<file path="config.mk">
export PLATFORM = sky130hd
export DESIGN_NAME = hill_cipher_encoder_core
export DESIGN_NICKNAME = d
export VERILOG_FILES = /design/src/rtl/core/hce_pkg.sv /design/src/rtl/core/hce_front.sv /design/src/rtl/core/hce_queue.sv /design/src/rtl/core/hce_back.sv /design/src/rtl/core/hill_cipher_encoder_core.sv
export SDC_FILE = /design/constraint.sdc
export NUM_CORES = 1
export LEC_CHECK = 0
export BUFFER_PORTS_ARGS = -buffer_cell sky130_fd_sc_hd__buf_2
export CORE_ASPECT_RATIO = 1.1
export CORE_MARGIN = 4
export CORE_UTILIZATION = 64
export CTS_BUF_LIST = sky130_fd_sc_hd__clkbuf_4 sky130_fd_sc_hd__clkbuf_8 sky130_fd_sc_hd__clkbuf_16
export CTS_CLUSTER_SIZE = 20
export DETAILED_ROUTE_END_ITERATION = 12
export GPL_ROUTABILITY_DRIVEN = 0
export HOLD_SLACK_MARGIN = 0.02
export PLACE_DENSITY = 0.82
export SYNTH_ARGS = -nofsm -noshare
export SYNTH_HDL_FRONTEND = slang
export SYNTH_SLANG_ARGS = --single-unit
</file>
<file path="constraint.sdc">
create_clock -name clk -period 10.1 [get_ports clk]
set_clock_uncertainty 0.1 [all_clocks]
set_input_delay 2.02 -clock clk [delete_from_list [all_inputs] [get_ports clk]]
set_output_delay 2.02 -clock clk [all_outputs]
set_load 0.02 [all_outputs]
</file>
<file path="src/rtl/core/hce_pkg.sv">
`default_nettype none
package hce_pkg;

  // Sizes
  localparam int MAX_DIM = 4;
  localparam int IDX_W   = 2;
  localparam int VAL_W   = 5;
  localparam int SIZE_W  = 3;
  localparam int CHAR_W  = 8;
  localparam int ROW_W   = 20;
  localparam int ACC_W   = 12;
  localparam int Q_W     = 8;
  localparam int CFG_ADDR_W = 3;

  // Letter range
  localparam logic [CHAR_W-1:0] LETTER_FIRST = 8'h41;
  localparam logic [CHAR_W-1:0] LETTER_LAST  = 8'h5A;

  // Mod 26 by reciprocal: floor(acc * 2521 / 2^16) is exact for acc < 4096
  localparam logic [ACC_W-1:0] MODULUS     = 12'd26;
  localparam logic [ACC_W-1:0] RECIP       = 12'd2521;
  localparam int               RECIP_SHIFT = 16;

  // Register indexes
  localparam logic [CFG_ADDR_W-1:0] CFG_KEY_SIZE  = 3'd0;
  localparam logic [CFG_ADDR_W-1:0] CFG_KEY_ROW_0 = 3'd1;
  localparam logic [CFG_ADDR_W-1:0] CFG_KEY_ROW_1 = 3'd2;
  localparam logic [CFG_ADDR_W-1:0] CFG_KEY_ROW_2 = 3'd3;
  localparam logic [CFG_ADDR_W-1:0] CFG_KEY_ROW_3 = 3'd4;

  // Block queue
  localparam int QUEUE_DEPTH = 2;
  localparam int QPTR_W      = 1;

  typedef logic [MAX_DIM-1:0][ROW_W-1:0] key_rows_t;

  // One full (or zero-padded) block handed from front to back
  typedef struct packed {
    logic [SIZE_W-1:0]                size;
    logic [MAX_DIM-1:0][VAL_W-1:0]    vals;
  } block_t;

  // Clamp the raw key size to 1..MAX_DIM
  function automatic logic [SIZE_W-1:0] active_size(input logic [SIZE_W-1:0] raw);
    logic [SIZE_W-1:0] s;
    s = raw;
    if (s == '0) s = SIZE_W'(1);
    if (s > SIZE_W'(MAX_DIM)) s = SIZE_W'(MAX_DIM);
    return s;
  endfunction

endpackage
`default_nettype wire

</file>
<file path="src/rtl/core/hce_front.sv">
`default_nettype none
module hce_front (
  input  wire logic                      clk,
  input  wire logic                      rst_n,
  input  wire logic                      clear,
  input  wire logic [hce_pkg::SIZE_W-1:0] size,
  input  wire logic                      in_valid,
  input  wire logic [hce_pkg::CHAR_W-1:0] in_char,
  input  wire logic                      in_eot,
  output logic                           in_ready,
  output logic                           push,
  output hce_pkg::block_t                push_data,
  input  wire logic                      q_full
);
  import hce_pkg::*;

  logic [SIZE_W-1:0]             fill_r, fill_nxt;
  logic [MAX_DIM-1:0][VAL_W-1:0] buf_r;
  logic                          accept, is_letter, emit;
  logic [VAL_W-1:0]              letter_val;
  logic [SIZE_W-1:0]             new_fill;

  assign in_ready  = !q_full;
  assign accept    = in_valid && in_ready;

  // Classify the byte
  assign is_letter  = (in_char >= LETTER_FIRST) && (in_char <= LETTER_LAST);
  assign letter_val = VAL_W'(in_char - LETTER_FIRST);
  assign new_fill   = fill_r + SIZE_W'(is_letter);

  // Block full, or end of text with letters pending
  assign emit = (is_letter && (new_fill >= size)) || (in_eot && (new_fill != '0));
  assign push = accept && emit;

  // Assemble block; positions past the fill read as zero padding
  always_comb begin
    push_data.size = size;
    for (int j = 0; j < MAX_DIM; j++) begin
      if (SIZE_W'(j) >= new_fill) begin
        push_data.vals[j] = '0;
      end else if (is_letter && (SIZE_W'(j) == fill_r)) begin
        push_data.vals[j] = letter_val;
      end else begin
        push_data.vals[j] = buf_r[j];
      end
    end
  end

  always_comb begin
    fill_nxt = fill_r;
    if (clear) begin
      fill_nxt = '0;
    end else if (accept) begin
      fill_nxt = emit ? '0 : new_fill;
    end
  end

  always_ff @(posedge clk) begin
    if (!rst_n) begin
      fill_r <= '0;
    end else begin
      fill_r <= fill_nxt;
    end
  end

  // Letter store, no reset
  always_ff @(posedge clk) begin
    if (accept && is_letter) begin
      buf_r[fill_r[IDX_W-1:0]] <= letter_val;
    end
  end

endmodule
`default_nettype wire

</file>
<file path="src/rtl/core/hce_queue.sv">
`default_nettype none
module hce_queue (
  input  wire logic   clk,
  input  wire logic   rst_n,
  input  wire logic   push,
  input  wire hce_pkg::block_t push_data,
  output logic        full,
  input  wire logic   pop,
  output hce_pkg::block_t pop_data,
  output logic        not_empty
);
  import hce_pkg::*;

  block_t              mem_r [QUEUE_DEPTH];
  logic [QPTR_W-1:0]   wr_ptr_r, rd_ptr_r;
  logic [QPTR_W:0]     count_r, count_nxt;

  assign full      = (count_r == (QPTR_W+1)'(QUEUE_DEPTH));
  assign not_empty = (count_r != '0);
  assign pop_data  = mem_r[rd_ptr_r];

  always_comb begin
    count_nxt = count_r;
    if (push && !pop) count_nxt = count_r + 1'b1;
    if (pop && !push) count_nxt = count_r - 1'b1;
  end

  always_ff @(posedge clk) begin
    if (!rst_n) begin
      wr_ptr_r <= '0;
      rd_ptr_r <= '0;
      count_r  <= '0;
    end else begin
      if (push) wr_ptr_r <= wr_ptr_r + 1'b1;
      if (pop)  rd_ptr_r <= rd_ptr_r + 1'b1;
      count_r <= count_nxt;
    end
  end

  always_ff @(posedge clk) begin
    if (push) mem_r[wr_ptr_r] <= push_data;
  end

endmodule
`default_nettype wire

</file>
<file path="src/rtl/core/hce_back.sv">
`default_nettype none
module hce_back (
  input  wire logic                     clk,
  input  wire logic                     rst_n,
  input  wire hce_pkg::key_rows_t       key_rows,
  input  wire logic                     q_valid,
  input  wire hce_pkg::block_t          q_data,
  output logic                          q_pop,
  output logic                          out_valid,
  output logic [hce_pkg::VAL_W-1:0]     out_value,
  output logic                          out_last,
  input  wire logic                     out_ready
);
  import hce_pkg::*;

  // Current block and row under issue
  logic              cur_valid_r;
  block_t            cur_blk_r;
  logic [IDX_W-1:0]  row_r;
  logic              adv, issue, last_row, load;

  // Stage 1: dot product; stage 2: quotient; output register
  logic                  s1_valid_r, s1_last_r;
  logic [ACC_W-1:0]      s1_acc_r, dot;
  logic                  s2_valid_r, s2_last_r;
  logic [ACC_W-1:0]      s2_acc_r;
  logic [Q_W-1:0]        s2_q_r;
  logic [2*ACC_W-1:0]    prod;
  logic [ACC_W-1:0]      rem;
  logic                  out_valid_r, out_last_r;
  logic [VAL_W-1:0]      out_value_r;
  logic [ROW_W-1:0]      row_sel;

  // Whole pipe moves when the output slot is free or being taken
  assign adv      = !out_valid_r || out_ready;
  assign issue    = adv && cur_valid_r;
  assign last_row = ({1'b0, row_r} == SIZE_W'(cur_blk_r.size - SIZE_W'(1)));
  assign load     = !cur_valid_r || (issue && last_row);
  assign q_pop    = load && q_valid;

  always_ff @(posedge clk) begin
    if (!rst_n) begin
      cur_valid_r <= 1'b0;
      row_r       <= '0;
    end else if (load) begin
      cur_valid_r <= q_valid;
      row_r       <= '0;
    end else if (issue) begin
      row_r <= row_r + 1'b1;
    end
  end

  always_ff @(posedge clk) begin
    if (q_pop) cur_blk_r <= q_data;
  end

  // Row times block
  assign row_sel = key_rows[row_r];
  always_comb begin
    dot = '0;
    for (int j = 0; j < MAX_DIM; j++) begin
      dot = dot + ACC_W'(row_sel[j*VAL_W +: VAL_W]) * ACC_W'(cur_blk_r.vals[j]);
    end
  end

  // Reduce mod 26 from the registered quotient
  assign prod = s1_acc_r * RECIP;
  assign rem  = s2_acc_r - ACC_W'(s2_q_r * MODULUS);

  always_ff @(posedge clk) begin
    if (!rst_n) begin
      s1_valid_r  <= 1'b0;
      s2_valid_r  <= 1'b0;
      out_valid_r <= 1'b0;
    end else if (adv) begin
      s1_valid_r  <= issue;
      s2_valid_r  <= s1_valid_r;
      out_valid_r <= s2_valid_r;
    end
  end

  always_ff @(posedge clk) begin
    if (adv) begin
      s1_acc_r    <= dot;
      s1_last_r   <= last_row;
      s2_acc_r    <= s1_acc_r;
      s2_q_r      <= prod[RECIP_SHIFT +: Q_W];
      s2_last_r   <= s1_last_r;
      out_value_r <= rem[VAL_W-1:0];
      out_last_r  <= s2_last_r;
    end
  end

  assign out_valid = out_valid_r;
  assign out_value = out_value_r;
  assign out_last  = out_last_r;

endmodule
`default_nettype wire

</file>
<file path="src/rtl/core/hill_cipher_encoder_core.sv">
`default_nettype none
// Hill cipher encoder, modulus 26.
// Input stream: one text byte per request on in_tdata, in_tlast marks the
// last byte of the text. Bytes outside 'A'..'Z' are dropped; letters are
// gathered into blocks of key_size values (end of text zero-pads a partial
// block). Output stream: one cipher value 0..25 per request on out_tdata,
// out_tlast set on the last value of each block.
// Configuration: cfg_we with cfg_addr 0 = key_size, 1..4 = key rows 0..3;
// write only while idle. Writing key_size drops a partial block.
// Throughput: one input byte per cycle while the block queue has room; the
// back end emits one value per cycle while out_tready is high, one dot
// product of a key row with the block, so input also stalls when blocks
// arrive faster than the back end drains them (short padded blocks at end of text).
// Path: a completing byte passes the queue, the current block register,
// dot product, quotient and remainder into the output register.
// Reset: key is the identity of size 1, no block pending, queue empty.
// A stalled receiver freezes the back pipeline; the front keeps taking
// bytes until the two-entry block queue fills.
module hill_cipher_encoder_core (
  input  wire logic                          clk,
  input  wire logic                          rst_n,
  input  wire logic                          in_tvalid,
  output logic                               in_tready,
  input  wire logic [7:0]                    in_tdata,   // [7:0] in_char
  input  wire logic                          in_tlast,   // end_of_text
  output logic                               out_tvalid,
  input  wire logic                          out_tready,
  output logic [7:0]                         out_tdata,  // [4:0] cipher_value, [7:5] zero
  output logic                               out_tlast,  // last_of_block
  input  wire logic                          cfg_we,
  input  wire logic [hce_pkg::CFG_ADDR_W-1:0] cfg_addr,
  input  wire logic [hce_pkg::ROW_W-1:0]      cfg_wdata
);
  import hce_pkg::*;

  logic [SIZE_W-1:0] key_size_r;
  key_rows_t         key_rows_r;
  logic              size_wr;
  logic              push, q_full, q_pop, q_valid;
  block_t            push_data, q_data;
  logic [VAL_W-1:0]  cipher_value;

  // Configuration registers
  assign size_wr = cfg_we && (cfg_addr == CFG_KEY_SIZE);

  always_ff @(posedge clk) begin
    if (!rst_n) begin
      key_size_r    <= SIZE_W'(1);
      key_rows_r[0] <= ROW_W'(1);
      key_rows_r[1] <= ROW_W'(32);
      key_rows_r[2] <= ROW_W'(1024);
      key_rows_r[3] <= ROW_W'(32768);
    end else if (cfg_we) begin
      unique case (cfg_addr)
        CFG_KEY_SIZE:  key_size_r    <= cfg_wdata[SIZE_W-1:0];
        CFG_KEY_ROW_0: key_rows_r[0] <= cfg_wdata;
        CFG_KEY_ROW_1: key_rows_r[1] <= cfg_wdata;
        CFG_KEY_ROW_2: key_rows_r[2] <= cfg_wdata;
        CFG_KEY_ROW_3: key_rows_r[3] <= cfg_wdata;
        default: ;
      endcase
    end
  end

  hce_front u_front (
    .clk       (clk),
    .rst_n     (rst_n),
    .clear     (size_wr),
    .size      (active_size(key_size_r)),
    .in_valid  (in_tvalid),
    .in_char   (in_tdata),
    .in_eot    (in_tlast),
    .in_ready  (in_tready),
    .push      (push),
    .push_data (push_data),
    .q_full    (q_full)
  );

  hce_queue u_queue (
    .clk       (clk),
    .rst_n     (rst_n),
    .push      (push),
    .push_data (push_data),
    .full      (q_full),
    .pop       (q_pop),
    .pop_data  (q_data),
    .not_empty (q_valid)
  );

  hce_back u_back (
    .clk       (clk),
    .rst_n     (rst_n),
    .key_rows  (key_rows_r),
    .q_valid   (q_valid),
    .q_data    (q_data),
    .q_pop     (q_pop),
    .out_valid (out_tvalid),
    .out_value (cipher_value),
    .out_last  (out_tlast),
    .out_ready (out_tready)
  );

  assign out_tdata = {(8-VAL_W)'(0), cipher_value};

endmodule
`default_nettype wire

</file>
==> results.toml <==
[clock_network]
cts_buffer_depth = 3
clk_pin_slew_worst_paths_ps = 60
cts_tree = "yes"
hold_buffers = 0
insertion_delay_ps = 500
cts_setup_buffers = 0
cts_inserted_buffers = 23
cts.htree.levels = 1
cts_root_buffer = "clkbuf_16"
cts_sinks = 214
cts_resized = 0

[finish]
antenna_cells = 0
nFillCells = 1537
syn_to_final_growth_pct = 8.73
final_cell_area_um2 = 15700
multi_input_area_um2 = 8130
ff_latch_area_um2 = 5470
drive_gt1_share_pct = 10.2
nNetsFinal = 1640

[timing]
layout_setup_ws_ps = 1650
slew_headroom_pct = 14.5
fmax_mhz = 118
hold_violations = 0
worst_slew_pin_slew_ps = 1280
min_period_over_period_pct = 83.6
fin_tns_setup_ps = 0
timing.final.crit_period_ps = 8450
rsz0062_at_grt = "false"
drv_slew = 0
finalSetupViolCount = 0

[logic_synthesis]
synth_flop_cell = "edfxtp_1"
ys_ff_latch = 214
syn_inst = 1316
synth_async_sr_flop_share_pct = 0
synth_edf_count = 118
syn-cell-area_um2 = 14400
avgSynthCellArea_um2 = 10.9
yosys_warnings = 0
synth.yosys.seq_area_share_pct = 38.0
synth_cell_types = 50

[global_route]
grt_start_max_net_pins = 93
gr-total-overflow = 0
grt_pass1_vias = 9996
grt_pass1_wl_um = 48200
track_usage_pct = 24.5
antenna_found_initial = 0

[power]
max-vdd-ir-drop_uv = 247
power.density_nw_per_um2 = 289
p_clk_share_pct = 19.3
p_leak_uw = 0.00693
intPower_uw = 2670
seqPwrFrac_pct = 27.1
combPwrFrac_pct = 53.6
p_total_uw = 4520
swShare_pct = 41.0
p_switching_uw = 1850

[floorplanning]
rows = 57
die_w_um = 151
coreArea_um2 = 22100
start_util_pct = 65.1
dieArea_um2 = 25000
fp.dieH_um = 165
pin_count = 48

[route]
post_drt_wl_per_cell_um = 17.3
drt_iter0_drc = 481
drc = 0
drt_first_pass_iters = 5
viasPerCell = 5.60
routed_wl_um = 28600
antenna_left = 0
vias = 9303

[status]
outcome = "complete, no violations"

[worst_setup_path]
critPathTopFamily = "adder cells"
startpoint_type = "flip-flop"
cp_slowest_cell = "dfxtp_1"
worst_path_largest_cell_delay_ps = 810
arrival_ps = 8600
end_kind = "flip-flop"
worstSetupPathType = "reg2reg"
critPathRequiredTime_ps = 10250
critPathMostFrequentCell = "fa_1"
worst-path-buf-inv = 5
critPathMaxFanout = 13

[placed_design]
post-place-ws_ps = 1670
dpl_cell_area_um2 = 14900
io_buffers = 44
dp_hpwl_um = 21300

[min_path]
min-delay-path-class = "reg2reg"

[flow_run]
cap_viol_max_count = 0
==> final cells by class <==
class | count | area share [%]
Inverter | 170 | 4.08
Clock inverter | 14 | 1.11
Multi-Input combinational cell | 891 | 51.9
Timing Repair Buffer | 49 | 1.65
Clock buffer | 27 | 3.95
Tap cell | 295 | 2.36
Sequential cell | 214 | 34.9
==> metal layers <==
layer / up-vias / share of wire [%] / global-route usage [%]
met5: - / 0 / 0
met4: 0 / 3.6 / 8.62
met3: 78 / 5.0 / 3.11
met2: 256 / 52 / 45.0
met1: 4567 / 39 / 29.5
li1: 4402 / - / -
==> cells in the mapped netlist (11+ instances only) <==
master | count | area (um^2)
mux4_2 | 20 | 450
nor2_1 | 42 | 158
o21ai_0 | 11 | 55.1
xnor2_1 | 33 | 289
edfxtp_1 | 118 | 3540
fa_1 | 114 | 2280
clkbuf_1 | 35 | 131
mux2_2 | 23 | 259
dfxtp_1 | 96 | 1920
mux2i_1 | 22 | 220
inv_1 | 168 | 631
ha_1 | 140 | 1750
a21boi_0 | 80 | 601
nand2_1 | 219 | 822
a21oi_1 | 18 | 90.1
and2_1 | 77 | 482
==> worst reg2reg max path: cells and delay by family (launching register included) <==
kind	cells	cell delay, ps
simple gates	5	590
buf+inv	5	620
compound gates	5	820
flops	1	810
xor+xnor	2	220
fa+ha+maj	10	4420
mux	1	600
==> worst paths after layout <==
path	start	end	slack, ps	depth (start not counted)
worst min-delay path	u_back.s1_last_r	u_back.s2_last_r	320	0
worst min register to register	u_back.s1_last_r	u_back.s2_last_r	320	0
worst max-delay path	u_back.row_r[0]	u_back.s1_acc_r[10]	1650	28
worst max register to register	u_back.row_r[0]	u_back.s1_acc_r[10]	1650	28
==> stage by stage <==
step,util (%),cells,hold WS [ps]
5_1_grt,70.8,1660,342
3_5_place_dp,67.2,1619,305
6_report,70.8,1660,318
4_1_cts,70.8,1660,319
2_1_floorplan,-,1318,300
3_3_place_gp,67.2,1619,301
==> cell families (layout without fill, tap and decap cells) <==
kind of cell               count (synthesis)  in the layout  share of synthesized area (%)
muxes                                     65             65                           6.46
xor gates and xnor gates                  42             42                           2.61
DFF                                      214            214                           38.0
AOI/OAI and AO/OA                        137            137                           6.73
other                                      1              3                         0.0261
adders and majority gates                254            254                           28.0
and+or+nand+nor                          390            390                           12.5
buffers and inverters                    213            260                           5.67
==> placed cells by master (no fill, tap or decap), types with 7 or more instances in the layout <==
cell       Yosys  routed
nor2b_1        9       9
ha_1         140     140
fa_1         114     114
a21oi_1       18      18
nand2_1      219     219
xnor2_1       33      33
mux4_2        20      20
mux2_2        23      23
o21ai_0       11      11
mux2i_1       22      22
nand2b_1       7       7
and2_1        77      77
nor3_1         9       9
edfxtp_1     118     118
dfxtp_1       96      96
inv_1        168     168
a21o_1         7       7
xor2_1         8       8
a21boi_0      80      80
nor2_1        42      39
clkbuf_16      0      23
nand3_1        9       9
buf_2          4      44
==> power by group through the flow <==
stage | clock (uW) | combinational, uW | sequential (uW)
5_1_grt | 927 | 2870 | 1240
3_3_place_gp | 0 | 2290 | 1240
3_5_place_dp | 0 | 2440 | 1240
2_1_floorplan | 0 | 1830 | 1190
6_report | 872 | 2420 | 1230
4_1_cts | 887 | 2470 | 1230
==> sequential cells by signal, summed over array words and instances, names as in the netlist, 2 cells and up <==
signal / count
key_size_r: 3
key_rows_r: 80
u_queue.count_r: 2
u_back.s1_acc_r: 12
u_back.row_r: 2
u_front.fill_r: 3
u_back.out_value: 5
u_back.s2_q_r: 4
u_back.cur_blk_r: 23
u_queue.mem_r: 46
u_back.s2_acc_r: 5
u_front.buf_r: 20
Power figures use the tool's default switching activity.
